===== src/rtl/core/pse_pkg.sv =====
// package: shared types and constants of the stroke extruder
`default_nettype none
package pse_pkg;
    localparam int CoordBits = 32;
    localparam int WidthBits = 31;
    localparam int DiffBits  = CoordBits + 1;
    localparam int MagBits   = CoordBits;
    localparam int SqBits    = 2 * DiffBits + 1;
    localparam int LenBits   = DiffBits + 1;
    localparam int ProdBits  = DiffBits + WidthBits;
    localparam logic [31:0] WidthReset = 32'd65536;
    localparam logic [1:0] AddrWidth = 2'd0;

    typedef enum logic [3:0] {
        ST_IDLE, ST_SQ, ST_SQRT, ST_MULX, ST_DIVX, ST_MULY, ST_DIVY,
        ST_OUT0, ST_OUT1
    } t_state;

    typedef struct packed {
        logic load;      // latch chord differences and their magnitudes
        logic sq_start;
        logic sqrt_step;
        logic mulx;
        logic muly;
        logic div_start;
        logic div_step;
        logic divx_done;
    } t_cmd;

    typedef struct packed {
        logic sqrt_last;
        logic div_last;
        logic degen;
    } t_sts;
endpackage
`default_nettype wire


===== src/rtl/core/pse_ctrl.sv =====
// controller: point buffer, sequencing of up to two vertex pairs per point
`default_nettype none
module pse_ctrl (
    input  wire logic                      i_clk,
    input  wire logic                      i_rst_n,
    input  wire logic                      i_in_valid,
    output logic                           o_in_ready,
    input  wire logic [95:0]               i_in_data,
    input  wire logic                      i_in_last,
    output logic                           o_out_valid,
    input  wire logic                      i_out_ready,
    output logic [95:0]                    o_out_data,
    output logic [2:0]                     o_out_user,
    output pse_pkg::t_cmd                  o_cmd,
    input  wire pse_pkg::t_sts             i_sts,
    output logic signed [pse_pkg::DiffBits-1:0] o_dx,
    output logic signed [pse_pkg::DiffBits-1:0] o_dy,
    input  wire logic [31:0]               i_ox,
    input  wire logic [31:0]               i_oy
);
    pse_pkg::t_state r_state, n_state;
    logic [1:0]  r_seen;
    logic [31:0] r_p0x, r_p0y, r_p0z, r_p1x, r_p1y;       // newest, older
    logic [31:0] r_nx, r_ny, r_nz;                         // arriving point
    logic        r_second;           // second pair of a final point pending
    logic [31:0] r_vx, r_vy, r_vz;   // point of the current pair
    logic        r_fin, r_degen;
    logic        w_acc;

    assign o_in_ready = (r_state == pse_pkg::ST_IDLE);
    assign w_acc = i_in_valid && o_in_ready;
    assign o_out_valid = (r_state == pse_pkg::ST_OUT0) || (r_state == pse_pkg::ST_OUT1);

    // chord source selection
    always_comb begin
        logic [31:0] ax, ay, bx, by;
        if (r_second) begin
            ax = r_p0x; ay = r_p0y; bx = r_nx; by = r_ny;
        end else if (w_acc) begin
            ax = (r_seen >= 2'd2) ? r_p1x : r_p0x; ay = (r_seen >= 2'd2) ? r_p1y : r_p0y;
            bx = i_in_data[31:0]; by = i_in_data[63:32];
        end else begin
            ax = r_p0x; ay = r_p0y; bx = r_nx; by = r_ny;
        end
        o_dx = {ax[31], ax} - {bx[31], bx};
        o_dy = {ay[31], ay} - {by[31], by};
    end

    always_comb begin
        logic s;
        s = (r_state == pse_pkg::ST_OUT1);
        o_out_data[31:0]  = s ? r_vx + i_ox : r_vx - i_ox;
        o_out_data[63:32] = s ? r_vy - i_oy : r_vy + i_oy;
        o_out_data[95:64] = r_vz;
        o_out_user = {r_fin && s, r_degen, s};
    end

    always_comb begin
        n_state = r_state;
        o_cmd = '0;
        case (r_state)
            pse_pkg::ST_IDLE: begin
                if (w_acc && r_seen != 2'd0) begin
                    o_cmd.load = 1'b1; n_state = pse_pkg::ST_SQ;
                end
            end
            pse_pkg::ST_SQ: begin o_cmd.sq_start = 1'b1; n_state = pse_pkg::ST_SQRT; end
            pse_pkg::ST_SQRT: begin
                o_cmd.sqrt_step = 1'b1;
                if (i_sts.sqrt_last) n_state = pse_pkg::ST_MULX;
            end
            pse_pkg::ST_MULX: begin o_cmd.mulx = 1'b1; n_state = pse_pkg::ST_DIVX; end
            pse_pkg::ST_DIVX: begin
                o_cmd.div_step = 1'b1;
                if (i_sts.div_last) n_state = pse_pkg::ST_MULY;
            end
            pse_pkg::ST_MULY: begin
                o_cmd.divx_done = 1'b1; o_cmd.muly = 1'b1; n_state = pse_pkg::ST_DIVY;
            end
            pse_pkg::ST_DIVY: begin
                o_cmd.div_step = 1'b1;
                if (i_sts.div_last) n_state = pse_pkg::ST_OUT0;
            end
            pse_pkg::ST_OUT0: begin
                if (i_out_ready) n_state = pse_pkg::ST_OUT1;
            end
            pse_pkg::ST_OUT1: begin
                if (i_out_ready) begin
                    if (r_second) begin
                        o_cmd.load = 1'b1; n_state = pse_pkg::ST_SQ;
                    end else n_state = pse_pkg::ST_IDLE;
                end
            end
            default: n_state = pse_pkg::ST_IDLE;
        endcase
        // y offset latched on entry to the first output beat
        o_cmd.div_start = (r_state == pse_pkg::ST_DIVY) && i_sts.div_last;
    end

    always_ff @(posedge i_clk) begin
        if (!i_rst_n) begin
            r_state <= pse_pkg::ST_IDLE;
            r_seen <= 2'd0;
            r_second <= 1'b0;
            r_p0x <= '0; r_p0y <= '0; r_p0z <= '0;
            r_p1x <= '0; r_p1y <= '0;
        end else begin
            r_state <= n_state;
            if (w_acc) begin
                r_nx <= i_in_data[31:0]; r_ny <= i_in_data[63:32]; r_nz <= i_in_data[95:64];
                r_vx <= r_p0x; r_vy <= r_p0y; r_vz <= r_p0z;
                r_fin <= !i_in_last;
                if (i_in_last) r_seen <= 2'd0;
                else begin
                    r_p1x <= r_p0x; r_p1y <= r_p0y;
                    r_p0x <= i_in_data[31:0]; r_p0y <= i_in_data[63:32];
                    r_p0z <= i_in_data[95:64];
                    r_seen <= (r_seen >= 2'd1) ? 2'd2 : 2'd1;
                end
                // second pair uses the old newest point against the final point
                r_second <= i_in_last && (r_seen != 2'd0);
            end else if (r_state == pse_pkg::ST_OUT1 && i_out_ready && r_second) begin
                r_second <= 1'b0;
                r_vx <= r_nx; r_vy <= r_ny; r_vz <= r_nz; r_fin <= 1'b1;
            end
            if (o_cmd.divx_done) r_degen <= i_sts.degen;
        end
    end
endmodule
`default_nettype wire


===== config.mk =====
export PLATFORM = sky130hd
export DESIGN_NAME = pse_ctrl
export DESIGN_NICKNAME = d
export VERILOG_FILES = /design/src/rtl/core/pse_pkg.sv /design/src/rtl/core/pse_ctrl.sv
export SDC_FILE = /design/constraint.sdc
export NUM_CORES = 1
export LEC_CHECK = 0
export ABC_AREA = 0
export BUFFER_PORTS_ARGS = -buffer_cell sky130_fd_sc_hd__buf_2
export CORE_MARGIN = 3
export CORE_UTILIZATION = 60
export DETAILED_ROUTE_END_ITERATION = 6
export PLACE_DENSITY = 0.83
export SLEW_MARGIN = 20
export SYNTH_ARGS = -nofsm -noshare
export SYNTH_HDL_FRONTEND = slang
export SYNTH_SLANG_ARGS = --single-unit

===== constraint.sdc =====
create_clock -name i_clk -period 21.1 [get_ports i_clk]
set_clock_uncertainty 0.1 [all_clocks]
set_input_delay 1.055 -clock i_clk [delete_from_list [all_inputs] [get_ports i_clk]]
set_output_delay 1.055 -clock i_clk [all_outputs]
set_load 0.05 [all_outputs]

==> results of run 1 <==
==> cell usage in the layout (no fill, tap or decap), types with 40 or more instances in the layout <==
| cell type | instances |
|---|---|
| edfxtp_1 | 194 |
| clkbuf_16 | 40 |
| xnor2_1 | 95 |
| a21boi_0 | 145 |
| ha_1 | 135 |
| xor2_1 | 75 |
| nand2_1 | 834 |
| a21o_1 | 69 |
| inv_1 | 51 |
| o21ai_0 | 80 |
| buf_2 | 341 |
| dfxtp_1 | 166 |
| mux2i_1 | 66 |
| nor2_1 | 101 |
| a21oi_1 | 137 |
| mux2_2 | 65 |
==> through the flow <==
step                power [mW]  hold WS, ns  setup WS (ns)
floorplan                2.619       0.3410          11.09
global placement         3.103       0.3481          13.65
detailed placement       3.142       0.3572          13.60
CTS                      3.917       0.3677          12.98
global route             4.120       0.3891          12.47
finish                   3.931       0.3654          12.73
==> power breakdown <==
part / leakage (nW) / internal, mW / switching [mW]
Combinational: 7.68 / 0.581 / 1.62
Sequential: 3.21 / 0.894 / 0.0637
Clock: 0.706 / 0.460 / 0.308
==> worst max path at each step <==
stage / to / slack, ns
4_1_cts: o_dx[26] / 12.98
5_1_grt: o_dx[26] / 12.47
6_report: o_dx[26] / 12.73
3_3_place_gp: o_dx[24] / 13.65
2_1_floorplan: r_fin / 11.09
3_5_place_dp: o_dx[26] / 13.60
==> worst reg2reg max path, delay by kind of cell, from the launching register on <==
family | cells | cell delay [ns]
AOI/OAI and AO/OA | 1 | 0.12
buffers and inverters | 2 | 1.22
DFF | 1 | 0.42
and+or+nand+nor | 4 | 2.05
==> area by class of cell <==
cell class | instances | area share, %
antenna | 7 | 0.06499
clock buffer | 52 | 4.066
clock inverter | 22 | 1.342
inverter | 51 | 0.7102
multi-input combinational | 2185 | 50.59
sequential | 361 | 34.03
tap | 511 | 2.372
timing repair buffer | 356 | 6.824
==> logic make-up after synthesis <==
logic type	count (synthesis)	synth area share, %
simple gates	1121	20.06
compound gates	624	18.00
flops	361	39.00
buf+inv	190	3.166
xor+xnor	170	6.332
fa+ha+maj	139	7.524
mux	131	5.923
==> sequential cells by signal, indices dropped and copies added (netlist names) <==
register and count:
r_state 4, r_p1x 32, r_ny 32, r_nx 32
r_p1y 32, r_vz 32, r_nz 32, r_p0y 32
r_seen 2, r_p0x 32, r_vx 32, r_second 1
r_fin 1, r_vy 32, r_p0z 32, r_degen 1
==> routing by layer <==
layer	vias up	share of wire [%]	global-route usage [%]
met2	996	48	53.92
met1	10202	40	41.75
li1	10076	-	-
met4	6	3.8	12.12
met3	160	8.0	5.479
met5	-	0.059	0
==> summary.txt, run 1 <==
Run status
  – Status: complete, no violations

Placement
  – Hpwl dp: between 40000 and 50000 µm
  – Placed insts: roughly 3500
  – Number of port buffers: ~340
  – GP Congestion: roughly 1
  – Cell Area, Placed: ~25000 µm²

CTS
  – Clk root buf: clkbuf_16
  – H-tree depth: 2
  – Clock buffer count from CTS: 40
  – # clock sinks: between 300 and 400
  – Clk_lat worst skew: around 0.59 ns
  – Post_cts resized: 0
  – Hold-fix buffers, CTS: 0
  – Clk slew on worst S/H paths: about 0.060 ns
  – CTS tree: built
  – CTS max path bufs: 3
  – Setup bufs post-CTS: 0

Timing
  – Slew @ Worst Pin: roughly 1 ns
  – Peak Freq: 0.1195 GHz
  – Period Utilization, post-route: between 30% and 40%
  – Final setup viols: 0
  – Setup TNS: 0 ns
  – Post-route minimum period: between 8 and 9 ns
  – Final Hold Vio Count: 0
  – Slew headroom: 31.12%
  – Slew Limit Fails: 0
  – RSZ-0062 raised after global routing: no

Layout
  – Design Area, Final: about 27000 µm²
  – Nets: 3302
  – Area growth syn-to-layout: 14.63%
  – Count of filler cells inserted in the layout: ~3000
  – Multi-input logic area: 13640 µm²
  – Layout Utilization: a little over two thirds
  – Share of cells above drive strength 1: 17.15%
  – Sequential Area: 9173 µm²
  – Final std cells w/o fill: about 3500

Setup path
  – Required time worst endpoint: between 15 and 20 ns
  – Reg2reg end: r_p1x[3]
  – Critical Path Stages: 17
  – Crit path kind: flip-flop to output port
  – Reg2reg path depth: 7
  – Delay-heaviest family, CP: compound AO/OA/AOI/OAI gates
  – CP max stage cell: a2111oi_0
  – WP data arrival: 7.21 ns
  – CP Buf/Inv Count: 3
  – Worst setup EP type: output port
  – FF-to-FF Start: r_state[3]
  – Worst R2R Setup Slack: 17.03 ns
  – Critical Path Source: r_state[3]
  – Biggest cell delay along the critical path: 0.88 ns
  – CP startpoint kind: flip-flop
  – Max Fanout on Critical Path: between 50 and 60
  – Most frequent CP cell: o21ai_0
  – Critical-path cell list: nor4_2 -> and2_4 -> nand3b_1 -> buf_4 -> mux2i_1 -> ha_1 -> inv_1 -> fa_1 -> a21o_1 -> a31oi_1 -> o211ai_1 -> a2111oi_0 -> o21ai_0 -> a21oi_1 -> o21ai_0 -> xnor2_1 -> buf_2

Run
  – Max_cap viols: 0

Power
  – Maximum VDD drop: 118.4 µV
  – Power Density: ~150 nW/µm²
  – P_leak: roughly 12 nW

Route
  – Via count: around 21000
  – 1st-pass router iterations: 6
  – Vias per inst: roughly 6.0
  – Residual DRC count: 0
  – DR WL/cell: 19.48 µm
  – DRT iter0 DRCs: around 1800
  – Post-Route WL: between 60000 and 70000 µm
  – Post-DRT Antenna Nets: 0

Die
  – Row cnt: 71
  – Total die area: approximately 42000 µm²
  – Die width: 204.0 µm
  – Core Region: between 30000 and 40000 µm²
  – Die Y: slightly above 200 µm
  – I/O pins: 343
  – Initial core utilization: between 60% and 70%

Logic synthesis
  – Count of state elements after synthesis: 361
  – Largest cells by area after synthesis: edfxtp_1, dfxtp_1, nand2_1
  – Synth Warn #: 0
  – Synthesized cell area: 23510 µm²
  – Avg Synthesized Cell Area: 8.594 µm²
  – Synth Instances: between 2000 and 3000
  – Unique cell type count in the Yosys netlist: 89
  – Most frequent cells after synthesis: nand2_1, edfxtp_1, dfxtp_1
  – Sequential share of the synthesized area: between 30% and 40%
  – Largest area contributor in the netlist: edfxtp_1
  – Most common cell in the synthesized netlist: nand2_1
  – Number of synthesized flops with an enable pin: 194
  – Most used DFF post-synth: edfxtp_1
  – Syn_nets: around 3000
  – Synth top area share: about a quarter
  – Synth async-reset ratio: 0%

GRT
  – Initial antenna violation count: 9
  – Vias in the first global route: about 21000
  – First-pass GRT wire length: between 100000 and 150000 µm
  – Maximum number of pins on one net before global-route repair: 133
  – GRT Overall Usage: around 32%
  – Total gr overflow: 0

Worst hold path
  – Min-Delay Path Class: flip-flop to flip-flop
  – WHS Path Cells: 2
  – Hold path startpoint: r_p1x[8]
  – Hold EP: r_p1x[8]
No activity file was read; power rests on OpenSTA's default activity.
==> inputs of run 2 (changes only) <==
--- a/config.mk
+++ b/config.mk
@@ -8,9 +8,9 @@
 export ABC_AREA = 0
 export BUFFER_PORTS_ARGS = -buffer_cell sky130_fd_sc_hd__buf_2
 export CORE_MARGIN = 3
-export CORE_UTILIZATION = 60
+export CORE_UTILIZATION = 59
 export DETAILED_ROUTE_END_ITERATION = 6
-export PLACE_DENSITY = 0.83
+export PLACE_DENSITY = 0.82
 export SLEW_MARGIN = 20
 export SYNTH_ARGS = -nofsm -noshare
 export SYNTH_HDL_FRONTEND = slang
==> constraint.sdc (replaced) <==
create_clock -name i_clk -period 8.42 [get_ports i_clk]
set_clock_uncertainty 0.1 [all_clocks]
set_input_delay 0.421 -clock i_clk [delete_from_list [all_inputs] [get_ports i_clk]]
set_output_delay 0.421 -clock i_clk [all_outputs]
set_load 0.05 [all_outputs]
==> run 2 against run 1 <==
Net effect:
- final area rose by 0.58%
- sequential share of layout area fell by 0.20 points
- combinational power increased to 2.5 times the previous value
- highest routed layer unchanged
==> summary.txt, run 2 (same netlist as run 1, synthesis figures left out) <==
Die
  – Die Y: 205.6 µm (was 204.0 µm)
  – Core Region: 39010 µm² (was 38110 µm²)
  – Die width: 205.6 µm (was 204.0 µm)
  – Row cnt: 72 (was 71)
  – Initial core utilization: 60.28% (was 61.70%)
  – Total die area: 42280 µm² (was 41600 µm²)
  – I/O pins: 343 (unchanged)

Route
  – Highest metal used: met5 (unchanged)
  – Via count: 21371 (was 21440)
  – Met3 wire length: 5673 µm (was 5556 µm)
  – Vias per inst: 5.971 (was 6.048)
  – 1st-pass router iterations: 5 (was 6)
  – DRT iter0 DRCs: 1893 (was 1814)
  – Met2 routed WL: 33120 µm (was 32980 µm)
  – Residual DRC count: 0 (unchanged)
  – Met1 WL: 29260 µm (was 27880 µm)
  – Post-DRT Antenna Nets: 0 (unchanged)
  – Post-Route WL: 70770 µm (was 69060 µm)
  – DR WL/cell: 19.77 µm (was 19.48 µm)

Layout
  – Area growth syn-to-layout: 15.30% (was 14.63%)
  – Commonest non-fill, non-tap cell in the layout: nand2_1 (unchanged)
  – Most frequent cells in the layout: nand2_1, buf_2, edfxtp_1 (unchanged)
  – Nets: 3335 (was 3302)
  – Count of filler cells inserted in the layout: 3088 (was 2942)
  – Share of cells above drive strength 1: 16.68% (was 17.15%)

CTS
  – CTS max path bufs: 3 (unchanged)
  – Clk slew on worst S/H paths: 0.06 ns (about the same)
  – H-tree depth: 2 (unchanged)
  – Setup bufs post-CTS: 0 (unchanged)
  – # clock sinks: 361 (unchanged)
  – Clk_lat worst skew: 0.56 ns (was 0.59 ns)
  – Clk root buf: clkbuf_16 (unchanged)
  – CTS tree: built (unchanged)
  – Clock buffer count from CTS: 39 (was 40)

GRT
  – Total gr overflow: 0 (unchanged)
  – Maximum number of pins on one net before global-route repair: 124 (was 133)
  – First-pass GRT wire length: 110000 µm (was 108300 µm)
  – GRT Overall Usage: 32.31% (was 32.10%)
  – Vias in the first global route: 20822 (was 20511)
  – Initial antenna violation count: 7 (was 9)

Timing
  – Slew Limit Fails: 0 (unchanged)
  – Slew headroom: 29.79% (was 31.12%)
  – Period Utilization, post-route: 87.73%
  – Final Hold Vio Count: 0 (unchanged)
  – Slew @ Worst Pin: 1.053 ns (was 1.027 ns)
  – Hold WS: 0.02742 ns (was 0.3654 ns)
  – RSZ-0062 raised after global routing: no (unchanged)
  – Final setup viols: 0 (unchanged)
  – Setup TNS: 0 ns (unchanged)
  – Post-route minimum period: between 7 and 8 ns
  – Peak Freq: between 0.1 and 0.15 GHz

Setup path
  – CP startpoint kind: flip-flop (unchanged)
  – Crit path kind: flip-flop to output port (unchanged)
  – Required time worst endpoint: 7.90 ns (was 19.95 ns)
  – Critical-path cell list: nor4_2 -> and2_4 -> nand3b_1 -> buf_4 -> mux2i_1 -> ha_1 -> inv_1 -> fa_1 -> a21o_1 -> a31oi_1 -> o211ai_1 -> a2111oi_0 -> o21ai_0 -> a21oi_1 -> o31a_1 -> xnor2_1 -> buf_2 (was nor4_2 -> and2_4 -> nand3b_1 -> buf_4 -> mux2i_1 -> ha_1 -> inv_1 -> fa_1 -> a21o_1 -> a31oi_1 -> o211ai_1 -> a2111oi_0 -> o21ai_0 -> a21oi_1 -> o21ai_0 -> xnor2_1 -> buf_2)
  – Worst setup EP type: output port (unchanged)
  – Worst R2R Setup Slack: 4.49 ns (was 17.03 ns)
  – Max Fanout on Critical Path: 45 (was 53)
  – Biggest cell delay along the critical path: 0.82 ns (was 0.88 ns)
  – WP data arrival: 6.87 ns (was 7.21 ns)
  – CP max stage cell: nand3b_1 (was a2111oi_0)

Power
  – Switching share of power: 51.42% (was 50.78%)
  – Internal power: 4.706 mW (was 1.935 mW)
  – Maximum VDD drop: 326.0 µV (was 118.4 µV)
  – Clock power share: 17.8% (was 19.5%)
  – Power Density: 357.4 nW/µm² (was 145.8 nW/µm²)
  – Switching power: 4.982 mW (was 1.996 mW)
  – P_leak: 11.64 nW (was 11.59 nW)
  – Comb power frac: 57.5% (was 56.1%)
  – Flop pwr share: 24.7% (was 24.4%)

Placement
  – Number of port buffers: 342 (unchanged)
  – GP Congestion: 0.9604 (was 1.002)
  – Hpwl dp: 49860 µm (was 48550 µm)

Worst hold path
  – Min-Delay Path Class: primary input to flip-flop (was flip-flop to flip-flop)

Run
  – Max_cap viols: 0 (unchanged)

Run status
  – Status: complete, no violations (unchanged)
==> run 2: metal layers <==
layer | GRT usage [%] | vias to the layer above
li1 | - | 10157
met1 | 42.33 | 10059
met2 | 53.52 | 976
met3 | 5.474 | 173
met4 | 12.57 | 6
met5 | 0 | -
==> run 2: worst max-delay path: cells and delay by family, from the launching register on <==
family,cells,cell delay (ns)
fa+ha+maj,2,0.58
buf+inv,3,0.82
compound gates,7,2.20
xor+xnor,1,0.12
mux,1,0.17
flops,1,0.41
simple gates,3,1.99
==> run 2: timing repair <==
| item | in CTS | in global routing |
|---|---|---|
| hold buffers | 33 | 0 |
| hold endpoints to repair | 33 | 0 |
| gates resized for setup | 0 | 0 |
==> run 2: final timing paths <==
check,from,end,cells after the start
max reg2reg,r_state[3],r_p0z[11],6
max,r_state[3],o_dx[24],17
min,i_in_data[44],r_p0y[12],3
min reg2reg,r_p1y[21],r_p1y[21],2
==> run 2: metrics by stage <==
stage                     util, %  instances  instance area (µm²)  setup slack, ns  power [mW]
final                       69.50       3579                27110            1.033       9.689
after global routing        69.49       3577                27100           0.7898       10.17
after CTS                   69.48       3576                27100            1.157       9.643
after detailed placement    65.35       3472                25490            1.789       7.901
after global placement      65.35       3472                25490            1.823       7.814
after floorplan                 -       2736                23510           0.9583       6.553
==> run 2: cell type report <==
| type | count | area [µm²] | area share, % |
|---|---|---|---|
| multi-input cells | 2185 | 13640 | 50.30 |
| flip-flops and latches | 361 | 9173 | 33.83 |
| repair buffers | 390 | 2173 | 8.017 |
| clock buffers | 57 | 1095 | 4.038 |
| well taps | 518 | 648.1 | 2.391 |
| inverters | 51 | 191.4 | 0.7061 |
| clock inverters | 14 | 186.4 | 0.6877 |
| diodes | 3 | 7.507 | 0.02769 |
==> run 2: power groups by stage <==
| stage | Clock, mW | Combinational [mW] | Sequential [mW] |
|---|---|---|---|
| floorplan | 0 | 4.08 | 2.47 |
| global placement | 0 | 5.40 | 2.41 |
| detailed placement | 0 | 5.48 | 2.42 |
| CTS | 1.73 | 5.52 | 2.39 |
| global route | 1.81 | 5.94 | 2.42 |
| finish | 1.73 | 5.57 | 2.39 |
